$ cat config.mk
export PLATFORM = sky130hd
export DESIGN_NAME = plst_cell
export DESIGN_NICKNAME = d
export VERILOG_FILES = /design/src/rtl/plst_pkg.sv /design/src/rtl/plst_cell.sv
export SDC_FILE = /design/constraint.sdc
export NUM_CORES = 1
export LEC_CHECK = 0
export BUFFER_PORTS_ARGS = -buffer_cell sky130_fd_sc_hd__buf_2
export CAP_MARGIN = 20
export CORE_MARGIN = 3
export CORE_UTILIZATION = 45
export DETAILED_ROUTE_END_ITERATION = 16
export HOLD_SLACK_MARGIN = 0.06
export MAX_ROUTING_LAYER = met4
export PLACE_DENSITY = 0.8
export SETUP_SLACK_MARGIN = 0.15
export SLEW_MARGIN = 20
export SYNTH_ARGS = -nofsm -noshare
export SYNTH_HDL_FRONTEND = slang
export SYNTH_SLANG_ARGS = --single-unit
$ cat constraint.sdc
create_clock -name clk -period 3.7 [get_ports clk]
set_input_delay 0 -clock clk [delete_from_list [all_inputs] [get_ports clk]]
set_output_delay 0 -clock clk [all_outputs]
set_load 0.05 [all_outputs]
$ cat src/rtl/plst_pkg.sv
// package for the positional list store: sizes, request codes and word types
package plst_pkg;

	localparam int CAPACITY   = 64;
	localparam int ITEM_WIDTH = 32;
	localparam int CNT_W      = $clog2(CAPACITY + 1);
	localparam int IDX_W      = $clog2(CAPACITY);
	localparam int POS_W      = 7;
	localparam int VAL_W      = 32;
	localparam int LEN_W      = 7;
	localparam int CMP_W      = ((POS_W > CNT_W) ? POS_W : CNT_W) + 1;
	localparam int GRP_SIZE   = 8;
	localparam int NGRP       = (CAPACITY + GRP_SIZE - 1) / GRP_SIZE;

	typedef enum logic [1:0] {
		ACT_APPEND = 2'd0,
		ACT_INSERT = 2'd1,
		ACT_REMOVE = 2'd2,
		ACT_GET    = 2'd3
	} action_t;

	typedef struct packed {
		action_t            action;
		logic [POS_W-1:0]   position;
		logic [VAL_W-1:0]   item_value;
	} req_t;

	typedef struct packed {
		logic               ok;
		logic [VAL_W-1:0]   read_value;
		logic [LEN_W-1:0]   length;
	} rsp_t;

	typedef struct packed {
		logic               ins;
		logic               rem;
		logic               get;
		logic [IDX_W-1:0]   idx;
	} cell_ctl_t;

endpackage

$ cat src/rtl/plst_cell.sv
// one list cell: holds one item, shifts to or from its neighbours, offers it for a read
module plst_cell (
	input  logic                                clk,
	input  logic                                ld,
	input  plst_pkg::cell_ctl_t                 ctl,
	input  logic [plst_pkg::IDX_W-1:0]          index,
	input  logic [plst_pkg::ITEM_WIDTH-1:0]     new_value,
	input  logic [plst_pkg::ITEM_WIDTH-1:0]     left,
	input  logic [plst_pkg::ITEM_WIDTH-1:0]     right,
	output logic [plst_pkg::ITEM_WIDTH-1:0]     data,
	output logic [plst_pkg::ITEM_WIDTH-1:0]     rd
);
	import plst_pkg::*;

	logic [ITEM_WIDTH-1:0] data_q;
	logic [ITEM_WIDTH-1:0] rd_s1;

	always_ff @(posedge clk) begin
		if (ld) begin
			priority if (ctl.ins && index == ctl.idx) begin
				data_q <= new_value;
			end else if (ctl.ins && index > ctl.idx) begin
				data_q <= left;
			end else if (ctl.rem && index >= ctl.idx) begin
				data_q <= right;
			end else begin
				data_q <= data_q;
			end
			rd_s1 <= (ctl.get && index == ctl.idx) ? data_q : '0;
		end
	end

	assign data = data_q;
	assign rd   = rd_s1;

endmodule

==> run_results.csv <==
group,metric,value,unit
clock_tree,post_cts_buffers,0,
logic_synthesis,ys_top_cells_by_area,"edfxtp_1, a221oi_2, inv_1, and3_1, nor2_1",
detailed_routing,antenna_left,0,
layout,fin_nets,620,
sta,slew_violations,0,
setup_path,cp.required,3.88,ns
sta,slew_headroom,32.3,%
global_routing,grt_use_total,22.4,%
layout,instances_no_fill,602,
global_routing,grt_start_max_net_pins,34,
setup_path,crit_type,"in2reg",
logic_synthesis,ys_ff_latch,64,
placement,place_area,0.00421,mm²
logic_synthesis,syn_area,0.00328,mm²
logic_synthesis,synthXorXnorAreaFrac,0,%
clock_tree,cts_tree,"yes",
logic_synthesis,synthMuxAreaShare,0,%
layout,fin_area,0.00504,mm²
placement,io_buffers,176,
setup_path,worstPathArrival,2.77,ns
floorplan,die_y,91.4,µm
detailed_routing,dr.pass1.iters,4,
clock_tree,htreeDepth,3,
worst_hold_path,hold_path_startpoint,"left[4]",
setup_path,rr_startpoint,"data[13]$_DFFE_PP_",
placement,dpl.cell_count,527,
flow_run,drv_cap,0,
sta,worst_pin_slew,1.01,ns
setup_path,cp-startpoint,"ctl[5]",
sta,clock_skew,0.00693,ns
sta,rsz0062_at_grt,"false",
floorplan,die_w,91.4,µm
floorplan,start_util,47.2,%
global_routing,grt_use_met3,3.15,%
floorplan,rows,30,
logic_synthesis,yosysTopAreaCell,"edfxtp_1",
setup_path,path_cells,"buf_2 -> inv_1 -> ha_1 -> and4_4 -> and2_1 -> o41ai_4 -> buf_4 -> a221oi_2 -> dlygate4sd3_1",
global_routing,grt_first_pass_wirelength,14.3,mm
logic_synthesis,synth_top_family_by_area,"compound AO/OA/AOI/OAI gates",
detailed_routing,vias,2906,
layout,fillers,465,
logic_synthesis,syn_nets,386,
logic_synthesis,synth_ff_type,"edfxtp_1",
detailed_routing,wl,8.98,mm
logic_synthesis,postSynthCellCount,267,
global_routing,grt_use_met2,42.3,%
clock_tree,cts.sinks,64,
global_routing,globalRoute.busiestLayer,"met2",
detailed_routing,drcViolationCount,0,
logic_synthesis,yosysMostFrequentCell,"inv_1",
logic_synthesis,yosysSeqAreaShare,58.6,%
sta,finalHoldViolCount,0,
logic_synthesis,synth_warnings,0,
setup_path,critPathSlowestCell,"and2_1",
sta,min_period,2.58,ns
detailed_routing,drt_iter0_drc,110,
global_routing,grt_pass1_vias,3006,
floorplan,die_area,0.00835,mm²
detailed_routing,wl_per_cell,14.9,µm
global_routing,antenna_found_initial,0,
placement,place_congestion,0.797,
sta,finalSetupViolCount,0,
global_routing,met1_usage,23.2,%
logic_synthesis,synth-simple-area-share,11.3,%
placement,place_ws,1.24,ns
layout,area_growth,53.6,%
sta,fin_crit_sh,69.8,%
logic_synthesis,synthTopCellsByCount,"inv_1, edfxtp_1, nor2_1",
clock_tree,clk_latency,0.32,ns
logic_synthesis,synth_top_area_share,58.6,%
layout,n_antenna_cell,0,
global_routing,grt-ovfl-total,0,
power,vdd_drop_max,0.256,mV
power,p_leak,2.55,nW
detailed_routing,viasPerCell,4.83,
logic_synthesis,synth_compound_area_share,16.7,%
placement,post-dp-hpwl,6.08,mm
clock_tree,cts_inserted_buffers,9,
sta,tns,0,ns
layout,drive_gt1_share,45.3,%
logic_synthesis,yosys.cell_types.count,21,
worst_hold_path,hold_class,"in2reg",
clock_tree,clk_pin_slew,0.07,ns
clock_tree,cts_max_path_buffers,2,
setup_path,setup.worst_path.end_class,"flip-flop",
logic_synthesis,synthArstFlopShare,0,%
floorplan,io_pins,177,
setup_path,crit_path_max_incr_delay,0.76,ns
power,power_density,415,mW/mm²
clock_tree,clock-root-buffer,"clkbuf_8",
logic_synthesis,synth_edf_count,64,
setup_path,ff2ff_setup_slack,2.83,ns
sta,fin_ws,1.12,ns
outcome,status,"finished, final reports clean",
setup_path,startpoint_type,"input port",
logic_synthesis,synth_fa_ha_area_share,2.29,%
sta,fmax,387,MHz
floorplan,core,0.00694,mm²
setup_path,cp_max_fo,33,
logic_synthesis,avgSynthCellArea,12.3,µm²
## critical path: cells and delay by family
kind / cells / cell delay (ns)
and+or+nand+nor: 2 / 1.01
buffers and inverters: 4 / 1.00
adders and majority gates: 1 / 0.31
AOI/OAI and AO/OA: 2 / 0.43
## area by class of cell
cell class / count / area, µm² / share of cell area, %
Sequential cell: 64 / 1920 / 38.1
Timing Repair Buffer: 238 / 1490 / 29.6
Multi-Input combinational cell: 118 / 1010 / 20.0
Inverter: 70 / 263 / 5.21
Clock buffer: 10 / 128 / 2.53
Tap cell: 96 / 120 / 2.38
Clock inverter: 6 / 108 / 2.14
## state kept, by name, summed over array words and instances (netlist names)
register,cells
data,32
rd,32
## repair_timing
action	in CTS	in global routing
gates resized for setup	0	0
hold endpoints to repair	30	0
hold buffers	59	0
## path summary, 6_finish.rpt
check,endpoint,cells past startpoint
hold reg to reg,rd[16]$_SDFFCE_PN0P_,1
hold / removal,data[4]$_DFFE_PP_,3
setup / recovery,data[24]$_DFFE_PP_,9
setup reg to reg,rd[13]$_SDFFCE_PN0P_,1
## routing by layer
layer | vias to the layer above | wire length [µm]
li1 | 1404 | -
met1 | 1339 | 3320
met2 | 151 | 4990
met3 | 12 | 541
met4 | 0 | 128
met5 | - | 0
## per-stage QoR
stage               hold WS [ns]  utilization [%]  power [mW]
floorplan                  0.112                -        1.19
global placement           0.372             60.7        1.32
detailed placement         0.377             60.7        1.32
CTS                       0.0646             72.6        2.09
global route              0.0804             72.6        2.17
finish                    0.0750             72.6        2.09
## cell families (layout without fill, tap and decap cells)
kind of cell,Yosys count,after routing
flops,64,64
buf+inv,85,324
compound gates,39,39
simple gates,73,73
fa+ha+maj,6,6
## power breakdown
part	switching [mW]	total, mW	internal, mW	leakage [nW]
Combinational	0.308	0.505	0.198	1.79
Clock	0.257	0.702	0.445	0.116
Sequential	0.0234	0.881	0.858	0.644
## cells in the final DEF, fill, tap and decap left out
cell type	Yosys	routed
a21o_1	1	1
a21oi_1	2	1
a21oi_4	0	1
a221oi_1	2	2
a221oi_2	30	30
and2_1	2	2
and3_1	32	32
and4_4	1	1
buf_2	0	176
buf_4	0	3
bufinv_16	0	3
clkbuf_1	9	1
clkbuf_8	0	9
clkinv_2	0	2
clkinvlp_4	0	1
dlygate4sd3_1	0	59
edfxtp_1	64	64
ha_1	6	6
inv_1	70	70
nand2_1	2	2
nand3_1	1	1
nor2_1	33	33
nor2b_1	1	1
nor3_1	1	1
o21a_2	1	1
o21ai_0	1	1
o311a_4	1	1
o41ai_4	1	1
No activity file was read; power rests on OpenSTA's default activity.
